**config.mk**
```make
export PLATFORM = sky130hd
export DESIGN_NAME = transparent_rle_sprite_decoder_unit
export DESIGN_NICKNAME = d
export VERILOG_FILES = /design/src/rtl/core/trsd_pkg.sv /design/src/rtl/core/transparent_rle_sprite_decoder_unit.sv /design/src/rtl/core/trsd_in_stage.sv /design/src/rtl/core/trsd_decode.sv /design/src/rtl/core/trsd_out_reg.sv
export SDC_FILE = /design/constraint.sdc
export NUM_CORES = 1
export LEC_CHECK = 0
export BUFFER_PORTS_ARGS = -buffer_cell sky130_fd_sc_hd__buf_2
export CAP_MARGIN = 20
export CELL_PAD_IN_SITES_DETAIL_PLACEMENT = 1
export CELL_PAD_IN_SITES_GLOBAL_PLACEMENT = 1
export CORE_MARGIN = 5
export CORE_UTILIZATION = 46
export CTS_CLUSTER_DIAMETER = 120
export DETAILED_ROUTE_END_ITERATION = 12
export PLACE_DENSITY = 0.78
export SKIP_CTS_REPAIR_TIMING = 1
export SLEW_MARGIN = 10
export SYNTH_ARGS = -nofsm -noshare
export SYNTH_HDL_FRONTEND = slang
export SYNTH_SLANG_ARGS = --single-unit
```
**constraint.sdc**
```tcl
create_clock -name clk -period 4.5 [get_ports clk]
set_input_delay 0 -clock clk [delete_from_list [all_inputs] [get_ports clk]]
set_output_delay 0 -clock clk [all_outputs]
set_load 0.01 [all_outputs]
```
**src/rtl/core/trsd_pkg.sv**
```systemverilog
// Shared types and constants for the transparent RLE sprite decoder.
// No dependencies; used by every module in rtl/core.
`default_nettype none
package trsd_pkg;
	localparam int OFFSET_BITS = 20;
	localparam int WOFF_W      = 20;
	localparam int LSKIP_W     = 16;

	typedef logic [OFFSET_BITS-1:0] cursor_t;
	typedef logic [WOFF_W-1:0]      woff_t;

	localparam logic [1:0] PH_SKIP  = 2'd0;
	localparam logic [1:0] PH_COUNT = 2'd1;
	localparam logic [1:0] PH_COPY  = 2'd2;

	typedef struct packed {
		logic [7:0] code_byte;
		logic       last_byte;
	} item_t;

	typedef struct packed {
		woff_t      write_offset;
		logic [7:0] pixel_value;
	} result_t;
endpackage
`default_nettype wire

```
**src/rtl/core/transparent_rle_sprite_decoder_unit.sv**
```systemverilog
// Transparent RLE sprite decoder, top level.
// Depends on trsd_pkg, trsd_in_stage, trsd_decode, trsd_out_reg.
//
// Input channel (in_valid/in_ready): one program byte per item, code_byte
// plus last_byte marking the final byte of the program. Output channel
// (out_valid/out_ready): one pixel write (write_offset, pixel_value) per
// pixel byte; skip and count bytes give no output item.
// The end-of-line stride is written through cfg_we/cfg_data; the user must do so
// only while the block is idle, which the block itself does not enforce.
// Throughput: one item per cycle while in_ready is high. A pixel byte is held in
// the input register, then decoded into the result register that drives the output.
// When the receiver stalls, the result register holds its pixel and the
// input register holds the next byte; in_ready drops only when both are
// occupied. Items that make no pixel pass the decode stage even while a
// pixel waits.
// Reset: stride, phase, held skip, copy count and cursor clear to zero;
// both registers empty. A last_byte item also returns the decode state to
// zero after it is processed.
`default_nettype none
module transparent_rle_sprite_decoder_unit (
	input  wire logic                           clk,
	input  wire logic                           arst_n,
	input  wire logic                           cfg_we,
	input  wire logic [trsd_pkg::LSKIP_W-1:0]   cfg_data,
	input  wire logic                           in_valid,
	output logic                                in_ready,
	input  wire logic [7:0]                     code_byte,
	input  wire logic                           last_byte,
	output logic                                out_valid,
	input  wire logic                           out_ready,
	output logic [trsd_pkg::WOFF_W-1:0]         write_offset,
	output logic [7:0]                          pixel_value
);
	logic [trsd_pkg::LSKIP_W-1:0] eol_stride_q;
	logic                         s1_valid;
	trsd_pkg::item_t              s1_item;
	logic                         advance;
	logic                         res_valid;
	trsd_pkg::result_t            res;

	always_ff @(posedge clk or negedge arst_n) begin
		if (!arst_n) begin
			eol_stride_q <= '0;
		end else if (cfg_we) begin
			eol_stride_q <= cfg_data;
		end
	end

	// a pixel item needs a free result slot; others always move on
	assign advance = s1_valid && (!res_valid || !out_valid || out_ready);

	trsd_in_stage u_in (
		.clk       (clk),
		.arst_n    (arst_n),
		.in_valid  (in_valid),
		.in_ready  (in_ready),
		.code_byte (code_byte),
		.last_byte (last_byte),
		.advance   (advance),
		.s1_valid  (s1_valid),
		.s1_item   (s1_item)
	);

	trsd_decode u_dec (
		.clk        (clk),
		.arst_n     (arst_n),
		.eol_stride (eol_stride_q),
		.advance    (advance),
		.s1_item    (s1_item),
		.res_valid  (res_valid),
		.res        (res)
	);

	trsd_out_reg u_out (
		.clk          (clk),
		.arst_n       (arst_n),
		.load         (advance && res_valid),
		.res_valid    (res_valid),
		.res          (res),
		.out_valid    (out_valid),
		.out_ready    (out_ready),
		.write_offset (write_offset),
		.pixel_value  (pixel_value)
	);
endmodule
`default_nettype wire

```
**src/rtl/core/trsd_in_stage.sv**
```systemverilog
// Input register stage for the sprite decoder.
// Depends on trsd_pkg.
`default_nettype none
module trsd_in_stage (
	input  wire logic          clk,
	input  wire logic          arst_n,
	input  wire logic          in_valid,
	output logic               in_ready,
	input  wire logic [7:0]    code_byte,
	input  wire logic          last_byte,
	input  wire logic          advance,
	output logic               s1_valid,
	output trsd_pkg::item_t    s1_item
);
	logic            valid_s1;
	trsd_pkg::item_t item_s1;

	assign in_ready = !valid_s1 || advance;
	assign s1_valid = valid_s1;
	assign s1_item  = item_s1;

	always_ff @(posedge clk or negedge arst_n) begin
		if (!arst_n) begin
			valid_s1 <= 1'b0;
		end else if (in_valid && in_ready) begin
			valid_s1 <= 1'b1;
		end else if (advance) begin
			valid_s1 <= 1'b0;
		end
	end

	always_ff @(posedge clk) begin
		if (in_valid && in_ready) begin
			item_s1.code_byte <= code_byte;
			item_s1.last_byte <= last_byte;
		end
	end
endmodule
`default_nettype wire

```
**src/rtl/core/trsd_decode.sv**
```systemverilog
// Run-length decode state (phase, held skip, copy count, cursor) and its
// next-state update, registered on advance. Depends on trsd_pkg.
`default_nettype none
module trsd_decode (
	input  wire logic                          clk,
	input  wire logic                          arst_n,
	input  wire logic [trsd_pkg::LSKIP_W-1:0]  eol_stride,
	input  wire logic                          advance,
	input  wire trsd_pkg::item_t               s1_item,
	output logic                               res_valid,
	output trsd_pkg::result_t                  res
);
	logic [1:0]        phase_q, phase_d;
	logic [7:0]        held_skip_q, held_skip_d;
	logic [7:0]        copy_rem_q, copy_rem_d;
	trsd_pkg::cursor_t cursor_q, cursor_d;
	logic [7:0]        rem_dec;

	assign rem_dec   = copy_rem_q - 8'd1;
	assign res_valid = (phase_q == trsd_pkg::PH_COPY);
	assign res.write_offset = trsd_pkg::woff_t'(cursor_q);
	assign res.pixel_value  = s1_item.code_byte;

	always_comb begin
		phase_d     = phase_q;
		held_skip_d = held_skip_q;
		copy_rem_d  = copy_rem_q;
		cursor_d    = cursor_q;
		case (phase_q)
			trsd_pkg::PH_COUNT: begin
				if (s1_item.code_byte == 8'd0 && held_skip_q == 8'd0) begin
					// end of line
					cursor_d = cursor_q + trsd_pkg::cursor_t'(eol_stride);
					phase_d  = trsd_pkg::PH_SKIP;
				end else begin
					cursor_d = cursor_q + trsd_pkg::cursor_t'(held_skip_q);
					if (s1_item.code_byte == 8'd0) begin
						phase_d = trsd_pkg::PH_SKIP;
					end else begin
						copy_rem_d = s1_item.code_byte;
						phase_d    = trsd_pkg::PH_COPY;
					end
				end
			end
			trsd_pkg::PH_COPY: begin
				cursor_d   = cursor_q + trsd_pkg::cursor_t'(1);
				copy_rem_d = rem_dec;
				if (rem_dec == 8'd0) begin
					phase_d = trsd_pkg::PH_SKIP;
				end
			end
			default: begin
				held_skip_d = s1_item.code_byte;
				phase_d     = trsd_pkg::PH_COUNT;
			end
		endcase
		if (s1_item.last_byte) begin
			phase_d     = trsd_pkg::PH_SKIP;
			held_skip_d = 8'd0;
			copy_rem_d  = 8'd0;
			cursor_d    = '0;
		end
	end

	always_ff @(posedge clk or negedge arst_n) begin
		if (!arst_n) begin
			phase_q     <= trsd_pkg::PH_SKIP;
			held_skip_q <= 8'd0;
			copy_rem_q  <= 8'd0;
			cursor_q    <= '0;
		end else if (advance) begin
			phase_q     <= phase_d;
			held_skip_q <= held_skip_d;
			copy_rem_q  <= copy_rem_d;
			cursor_q    <= cursor_d;
		end
	end
endmodule
`default_nettype wire

```
**src/rtl/core/trsd_out_reg.sv**
```systemverilog
// Result register holding one pixel write until the receiver takes it.
// Depends on trsd_pkg.
`default_nettype none
module trsd_out_reg (
	input  wire logic                      clk,
	input  wire logic                      arst_n,
	input  wire logic                      load,
	input  wire logic                      res_valid,
	input  wire trsd_pkg::result_t         res,
	output logic                           out_valid,
	input  wire logic                      out_ready,
	output logic [trsd_pkg::WOFF_W-1:0]    write_offset,
	output logic [7:0]                     pixel_value
);
	logic              valid_q;
	trsd_pkg::result_t res_q;

	assign out_valid    = valid_q;
	assign write_offset = res_q.write_offset;
	assign pixel_value  = res_q.pixel_value;

	always_ff @(posedge clk or negedge arst_n) begin
		if (!arst_n) begin
			valid_q <= 1'b0;
		end else if (load) begin
			valid_q <= res_valid;
		end else if (out_ready) begin
			valid_q <= 1'b0;
		end
	end

	always_ff @(posedge clk) begin
		if (load && res_valid) begin
			res_q <= res;
		end
	end
endmodule
`default_nettype wire

```
**Yosys cells after proc, flatten, opt, wreduce, memory -nomap -nowiden**

Index checks and enable logic that the tools add are counted.

- Flip-flop bits (word level): 93
- Input port bits: 30
- Output and inout bits: 30
- Logic and storage cells: 61

- Add/subtract/negate cells: 4
- Equal/unequal tests: 6
- Muxes and demuxes: 18
- Reductions and logical operators: 22

Operator list:

| cell | count |
|---|---|
| 20-bit two-way mux | 2 |
| 8-bit two-way mux | 5 |
| 20-bit case mux with 2 select lines | 1 |
| 8-bit zero test | 3 |
| 20-bit by 1-bit adder with 20-bit output, second input constant | 1 |
| 20-bit by 16-bit adder with 20-bit output | 1 |
| 20-bit by 8-bit adder with 20-bit output | 1 |
| 8-bit case mux with 2 select lines | 1 |
| 2-bit two-way mux | 4 |
| 8-bit by 1-bit subtractor with 8-bit output, second input constant | 1 |
| 3-bit != test, second input constant | 2 |
| 2-bit AND reduction | 3 |
| 1-bit logical AND | 5 |
| 1-bit two-way mux | 4 |
| 2-bit case mux with 2 select lines | 1 |
| 4-bit AND reduction | 1 |
| 2-bit nonzero test | 2 |
| 1-bit zero test | 3 |
| 1-bit logical OR | 3 |
| 3-bit by 1-bit != test with 1-bit output, second input constant | 1 |
| 3-bit nonzero test | 1 |
| 2-bit by 1-bit equality test with 1-bit output, second input constant | 1 |
| 2-bit equality test, second input constant | 1 |
| 2-bit by 1-bit != test with 1-bit output, second input constant | 1 |
| 2-bit OR reduction | 1 |

**Longest topological paths before layout**

Gate-level depths: netlist (run 1).

- Depth after elaboration: 8
- Gate-level depth with buffers: 13

**Hierarchy**

A second synthesis (run 1) with hierarchy kept.

- Cell total of the unflattened synthesis: 425
- Area, all modules: 4,760.8 µm²

By module, submodules not included:

| module | times used | cells each | area each (µm²) | seq. area each (µm²) |
|---|---|---|---|---|
| trsd_decode | 1 | 342 | 2,880.3 | 950.9 |
| trsd_out_reg | 1 | 32 | 885.8 | 865.8 |
| transparent_rle_sprite_decoder_unit | 1 | 38 | 670.6 | 400.4 |
| trsd_in_stage | 1 | 13 | 324.1 | 295.3 |

**Worst setup path after synthesis (run 1)**

Ideal clock, no wire load.

- Path kind: reg-to-reg
- Start: register u_in.item_s1 (netlist bit u_in.s1_item[5])
- End: register u_dec.cursor_q[14]
- Setup time: 122 ps
- Arrival: 3,161 ps
- Required time: 4,378 ps
- Slack: 1,217 ps
- Stages on the path, launching flop included: 14
- Path buffers: 1
- Cells stage by stage: edfxtp_1 > or4_1 > nor2_1 > and3_1 > buf_2 > a21oi_1 > nor2_1 > ha_1 > and3_2 > a221oi_2 > o2bb2ai_2 > a21oi_2 > or3_1 > a32o_1

- Cells in the longest elaborated chain, start to end: 5

Ends and longest elaborated chain:

| what | line | text |
|---|---|---|
| from (decl) | trsd_in_stage.sv:16 | `trsd_pkg::item_t item_s1;` |
| 8-bit zero test | trsd_decode.sv:31 | `if (s1_item.code_byte == 8'd0 && held_skip_q == 8'd0) begin` |
| 1-bit logical AND | trsd_decode.sv:31 |  |
| 20-bit two-way mux | trsd_decode.sv:31 |  |
| 20-bit case mux with 2 select lines | trsd_decode.sv:29 | `case (phase_q)` |
| 20-bit two-way mux | trsd_decode.sv:57 | `if (s1_item.last_byte) begin` |
| to (signal assigned) | trsd_decode.sv:75 | `cursor_q <= cursor_d;` |
| to (decl) | trsd_decode.sv:16 | `trsd_pkg::cursor_t cursor_q, cursor_d;` |

Every way passes these cells.
A chain may end at the register's enable or synchronous reset.

**Worst setup path after layout (run 1)**

- Start: register u_in.item_s1 (netlist bit u_in.s1_item[5])
- End: register u_dec.cursor_q[17]

The elaborated chain is that of the path after synthesis.

==> results of run 1 <==
==> metrics by stage <==
stage,hold slack [ns],power [µW],util [%],instance area (µm²),cells
floorplan,-0.296,1510,-,4550,404
global placement,0.177,1660,51.3,4990,586
detailed placement,0.180,1700,51.4,5000,587
CTS,-0.225,2230,53.3,5180,603
global route,0.163,2370,56.2,5460,631
finish,0.153,2230,56.2,5460,631
==> logic make-up after synthesis <==
group / count (synthesis)
adder cells (fa/ha/maj): 21
multiplexers: 20
XOR/XNOR: 13
buffers and inverters: 23
AND/OR/NAND/NOR: 131
flip-flops: 93
AO/OA/AOI/OAI: 103
==> path summary, 6_finish.rpt <==
check                             startpoint                     to  slack, ns  depth (start not counted)
setup / recovery             u_in.s1_item[5]     u_dec.cursor_q[17]       0.29                         12
hold / removal                        cfg_we        eol_stride_q[1]       0.15                          2
setup reg to reg             u_in.s1_item[5]     u_dec.cursor_q[17]       0.29                         12
hold reg to reg            u_dec.cursor_q[8]  u_out.write_offset[8]       0.50                          0
max in group asynchronous             arst_n       eol_stride_q[12]       3.68                          3
min in group asynchronous             arst_n     u_dec.cursor_q[11]       0.29                          3
==> final cells by class <==
type,count,area (µm²)
Multi-Input combinational cell,288,1960
Tap cell,133,166
Inverter,10,37.5
Sequential cell,93,2510
Clock inverter,7,58.8
Fill cell,1076,4270
Timing Repair Buffer,91,606
Clock buffer,9,124
==> registers in the layout (all words and copies together), names as in the netlist <==
| register | count |
|---|---|
| eol_stride_q | 16 |
| u_dec.copy_rem_q | 8 |
| u_dec.cursor_q | 20 |
| u_dec.held_skip_q | 8 |
| u_dec.phase_q | 2 |
| u_in.s1_item | 9 |
| u_in.s1_valid | 1 |
| u_out.out_valid | 1 |
| u_out.pixel_value | 8 |
| u_out.write_offset | 20 |
==> cells in the final DEF (no fill, tap or decap), drive strengths merged, types with 3 or more instances in the layout <==
cell type	Yosys	layout
a22o	6	6
buf	5	63
dlygate4sd3	0	28
o31ai	3	3
clkbuf	8	9
and2	11	11
nor3b	4	4
nor3	4	4
mux2	16	16
dfrtp	56	56
xnor2	5	5
inv	10	12
xor2	8	8
mux2i	4	4
nand2b	3	3
ha	20	20
clkinv	0	3
nor4	4	4
nand4	4	4
a31oi	3	3
nand2	54	54
o311ai	3	3
and3	7	7
o21ai	33	33
or3	7	7
a21o	6	6
o41ai	3	3
a21oi	29	29
nor2	21	21
edfxtp	37	37
or4	3	3
o221ai	4	4
==> report_power, final <==
part,total (µW),internal [µW],switching [µW]
combinational,583,254,329
sequential,1120,1000,119
clock,531,207,323
total,2230,1460,772
==> routing by layer <==
metal | wire [µm] | vias to the layer above | track usage, %
li1 | - | 1668 | -
met1 | 4890 | 1771 | 24.3
met4 | 265 | 0 | 9.26
met2 | 6100 | 78 | 35.7
met5 | 0 | - | 0
met3 | 358 | 21 | 3.35
==> critical path, delay by kind of cell, from the launching register on <==
family | cells | cell delay, ns
DFF | 1 | 0.45
AOI/OAI and AO/OA | 4 | 0.77
and+or+nand+nor | 7 | 2.59
adders and majority gates | 1 | 0.28
==> flow_summary.json, run 1 <==
{
  "io_pins": 60,
  "cp_slowest_cell": "nor4b_1",
  "yosys_warnings": 0,
  "clock_skew_ns": 0.0106,
  "diodes": 0,
  "pre_cts_ws_ns": 0.471,
  "synth_common_cells": "dfrtp_1, nand2_1, edfxtp_1, o21ai_0, a21oi_1",
  "num_rows": 36,
  "drive_above_1_share_pct": 21.3,
  "hpwl_mm": 8.34,
  "syn_inst": 404,
  "synthAdderAreaFrac_pct": 5.94,
  "grt_overflow": 0,
  "yosys.area.top_type_share_pct": 30.8,
  "root_buffer": "clkbuf_8",
  "synth_flop_cell": "dfrtp_1",
  "slew_violations": 0,
  "syn2layout_area_growth_pct": 20.2,
  "dieWidth_um": 109,
  "grt_max_degree": 57,
  "setup_tns_ns": 0,
  "finalHoldViolations": 0,
  "yosysTopAreaCell": "dfrtp_1",
  "finalSetupViolations": 0,
  "period_minus_slack_ns": 4.21,
  "powerDensity_mw_per_mm2": 409,
  "wl_per_cell_um": 18.4,
  "clock_path_buffers": 2,
  "status": "complete, no violations",
  "synthTopCellsByArea": "dfrtp_1, edfxtp_1, ha_1, nand2_1, mux2_2",
  "critPathRequiredTime_ns": 4.76,
  "crit_path_max_fanout": 9,
  "p_leak_uw": 0.00238,
  "core_mm2": 0.00973,
  "synth_area_mm2": 0.00455,
  "grt_pass1_wl_mm": 18.5,
  "firstDrtPassIters": 4,
  "grtUsageTotal_pct": 20.3,
  "synthMuxAreaShare_pct": 4.84,
  "gp_congestion": 0.835,
  "hold_path_class": "in2reg",
  "cts.clk_slew.worst_paths_ns": 0.10,
  "cts.sinks": 93,
  "yosys.area_share.simple_pct": 14.7,
  "crit_chain": "or4_1 -> nor2_1 -> and3_1 -> and2b_1 -> and2_1 -> ha_1 -> a21oi_1 -> o21ai_0 -> nand3_1 -> nor4b_1 -> o311ai_0 -> o41ai_1",
  "nets": 544,
  "place.port_buffers": 59,
  "cp.arrival_ns": 4.47,
  "startpoint_type": "flop",
  "ir_drop_uv": 203,
  "cts_tree": "yes",
  "rsz0062_at_grt": "false",
  "drtIter0Drc": 132,
  "yosysMostFrequentCell": "dfrtp_1",
  "num_vias": 3538,
  "start_util_pct": 46.7,
  "drc": 0,
  "synth_fp_nets": 455,
  "drv_cap": 0,
  "grt_pass1_vias": 3634,
  "slowest_delay_ns": 0.65,
  "final_antenna_net_count": 0,
  "maxSlewHeadroom_pct": 37.8,
  "synth_xor_area_share_pct": 2.50,
  "antenna_found_initial": 0,
  "end_kind": "flop",
  "die_area_mm2": 0.0120,
  "synth_edf_count": 37,
  "synth.avg_cell_area_um2": 11.3,
  "critPathKind": "reg2reg",
  "setup_ws_ns": 0.292,
  "yosys_register_bits": 93,
  "drt-total-wl_mm": 11.6,
  "synth_top_family_by_area": "simple AND/OR/NAND/NOR gates",
  "worst_pin_slew_ns": 0.933,
  "die_height_um": 109,
  "vias_per_cell": 5.61,
  "htree_num_levels": 3,
  "worstSkewPairLatency_ns": 0.38,
  "period_share_pct": 93.5,
  "max_clock_freq_mhz": 238,
  "ys_types": 58,
  "ys_seq_area_share_pct": 55.3,
  "synth_compound_area_share_pct": 14.7,
  "cts_buffers": 9,
  "async_reset_ff_share_pct": 60.2
}
Power figures use the tool's default switching activity.
==> run 2: changes to the inputs <==
- PLACE_DENSITY: 0.78 -> 0.77
- SKIP_CTS_REPAIR_TIMING: 1 -> default
- SYNTH_HIERARCHICAL: default -> 1
==> run 2 against run 1 <==
  * Non-clock buffer count did not move
  * Design area grew 1.8%
  * Register-to-register slack better by 0.46 ns
  * Highest routed layer unchanged
  * Count of clock-buffer cells in the layout unchanged
  * Via count fell by 1.1%
  * Critical path type unchanged
  * Critical endpoint is now u_dec/cursor_q[14]
  * Combinational power grew 13%
  * Sequential share of layout area fell by 0.82 points
  * Worst hold slack better by 0.011 ns
  * Worst setup slack better by 0.46 ns
  * Die area is 4.3% higher
  * Sequential power about the same
  * Clock skew up 0.0078 ns
==> flow_summary.json, run 2 <==
{
  "status": "complete, no violations",
  "path_buf_inv": 0,
  "period_share_pct": 83.4,
  "clock_skew_ns": 0.0183,
  "cts_buffers": 9,
  "yosysMostFrequentCell": "dfrtp_1",
  "drtIter0Drc": 165,
  "dp_cells": 599,
  "syn2layout_area_growth_pct": 16.8,
  "vias_per_cell": 5.44,
  "cts_setup_buffers": 0,
  "num_vias": 3498,
  "finalHoldViolations": 0,
  "sw_frac_of_total_pct": 35.6,
  "final_common_cell": "buf_2",
  "drt-total-wl_mm": 11.6,
  "yosysTopAreaCell": "dfrtp_1",
  "p_comb_share_pct": 28.7,
  "htree_num_levels": 3,
  "startpoint_type": "flop",
  "worstSkewPairLatency_ns": 0.39,
  "wl_per_cell_um": 18.0,
  "p_sw_uw": 817,
  "critPathRequiredTime_ns": 4.75,
  "core_mm2": 0.0102,
  "drv_cap": 0,
  "timing.hold.ws_ns": 0.164,
  "grt_pass1_vias": 3732,
  "clkPwrFrac_pct": 23.2,
  "die_height_um": 112,
  "drive_above_1_share_pct": 21.1,
  "grt_overflow": 0,
  "start_util_pct": 46.5,
  "powerDensity_mw_per_mm2": 413,
  "gp_congestion": 0.889,
  "end_kind": "flop",
  "synth.avg_cell_area_um2": 11.2,
  "place.port_buffers": 59,
  "max_clock_freq_mhz": 267,
  "synth_fp_nets": 476,
  "yosys_warnings": 6,
  "slew_violations": 0,
  "crit_path_max_fanout": 9,
  "die_area_mm2": 0.0125,
  "num_rows": 37,
  "final_area_mm2": 0.00556,
  "cp_slowest_cell": "or4_1",
  "synth_area_mm2": 0.00476,
  "firstDrtPassIters": 4,
  "p_seq_share_pct": 48.1,
  "yosys.area.top_type_share_pct": 29.4,
  "clock_path_buffers": 2,
  "yosys_register_bits": 93,
  "postPlaceCellArea_mm2": 0.00510,
  "async_reset_ff_share_pct": 60.2,
  "synth_edf_count": 37,
  "synth_common_cells": "dfrtp_1, nand2_1, edfxtp_1, o21ai_0, a21oi_1",
  "instances_no_fill": 643,
  "rsz0062_at_grt": "false",
  "cts_tree": "yes",
  "p_int_uw": 1480,
  "syn_inst": 425,
  "antenna_found_initial": 0,
  "diodes": 0,
  "root_buffer": "clkbuf_8",
  "ir_drop_uv": 293,
  "cp.arrival_ns": 4.00,
  "slowest_delay_ns": 0.56,
  "nets": 553,
  "drc": 0,
  "cp_top_family": "compound AO/OA/AOI/OAI gates",
  "worst_pin_slew_ns": 0.760,
  "ys_types": 64,
  "cts.clk_slew.worst_paths_ns": 0.09,
  "hold_path_class": "in2reg",
  "synth_flop_cell": "dfrtp_1",
  "cts.sinks": 93,
  "ys_seq_area_share_pct": 52.8,
  "synthTopCellsByArea": "dfrtp_1, edfxtp_1, ha_1, nand2_1, o21ai_0",
  "grtUsageTotal_pct": 19.5,
  "critPathKind": "reg2reg",
  "ctsResizeCount": 0,
  "finalSetupViolations": 0,
  "p_leak_uw": 0.00239,
  "setup_tns_ns": 0,
  "hpwl_mm": 8.14,
  "crit_chain": "or4_1 -> nor2_2 -> and3_1 -> a21oi_1 -> nor2_1 -> ha_1 -> a21o_1 -> a221o_1 -> a2111oi_4 -> o31ai_1 -> xnor2_1 -> o21ai_1",
  "dieWidth_um": 112,
  "grt_pass1_wl_mm": 19.2,
  "grt_max_degree": 57,
  "final_antenna_net_count": 0,
  "io_pins": 60,
  "layout_common_cells": "buf_2, dfrtp_1, nand2_1, edfxtp_1, o21ai_0",
  "period_minus_slack_ns": 3.75,
  "maxSlewHeadroom_pct": 49.4
}
==> run 2: layer usage <==
metal	part of all wire [%]	track usage [%]	wire, µm
met5	0	0	0
met4	2.3	7.54	268
met1	44	24.2	5090
met2	50	32.8	5730
met3	4.1	4.89	473
==> run 2: cell families (layout without fill, tap and decap cells) <==
logic type      count (synthesis)  count (layout)  share of synthesized area (%)
compound gates                112             112                           15.8
xor+xnor                       15              15                           2.76
fa+ha+maj                      21              21                           5.68
buf+inv                        42             124                           4.60
flops                          93              93                           52.8
mux                            21              21                           5.65
simple gates                  121             121                           12.8
==> run 2: stage by stage <==
stage / utilization (%) / setup WS [ns] / total power (µW)
after global placement: 49.9 / 0.928 / 1720
after global routing: 54.4 / 0.526 / 2440
after detailed placement: 49.9 / 0.804 / 1760
after floorplan: - / 1.26 / 1570
final: 54.4 / 0.749 / 2290
after CTS: 54.4 / 0.751 / 2320
==> run 2: path summary, 6_finish.rpt <==
| kind | slack (ns) | end | cells past startpoint | from |
|---|---|---|---|---|
| worst max register to register | 0.75 | u_dec/cursor_q[14] | 12 | u_in/s1_item[2] |
| min in group asynchronous | 0.29 | u_out/out_valid | 3 | arst_n |
| worst min register to register | 0.49 | u_out/write_offset[13] | 0 | u_dec/cursor_q[13] |
| worst min-delay path | 0.16 | eol_stride_q[14] | 2 | cfg_we |
| max in group asynchronous | 3.69 | u_dec/cursor_q[14] | 3 | arst_n |
| worst max-delay path | 0.75 | u_dec/cursor_q[14] | 12 | u_in/s1_item[2] |
==> run 2: power by group through the flow <==
stage	combinational [µW]	sequential, µW	clock [µW]
after floorplan	488	1080	0
after global placement	604	1120	0
after detailed placement	632	1120	0
after CTS	656	1110	554
after global routing	725	1120	589
final	658	1100	532
==> run 2: repair_timing <==
action / CTS / global route
hold buffers: 28 / 0
endpoints found under the setup margin: 0 / 0
hold endpoints to repair: 83 / 0
==> run 2: layout make-up <==
type                       count  area, µm²
clock buffer                   9        124
clock inverter                 7       57.6
fill                        1119       4670
inverter                      17       63.8
multi-input combinational    290       2030
sequential                    93       2510
tap                          136        170
timing repair buffer          91        606
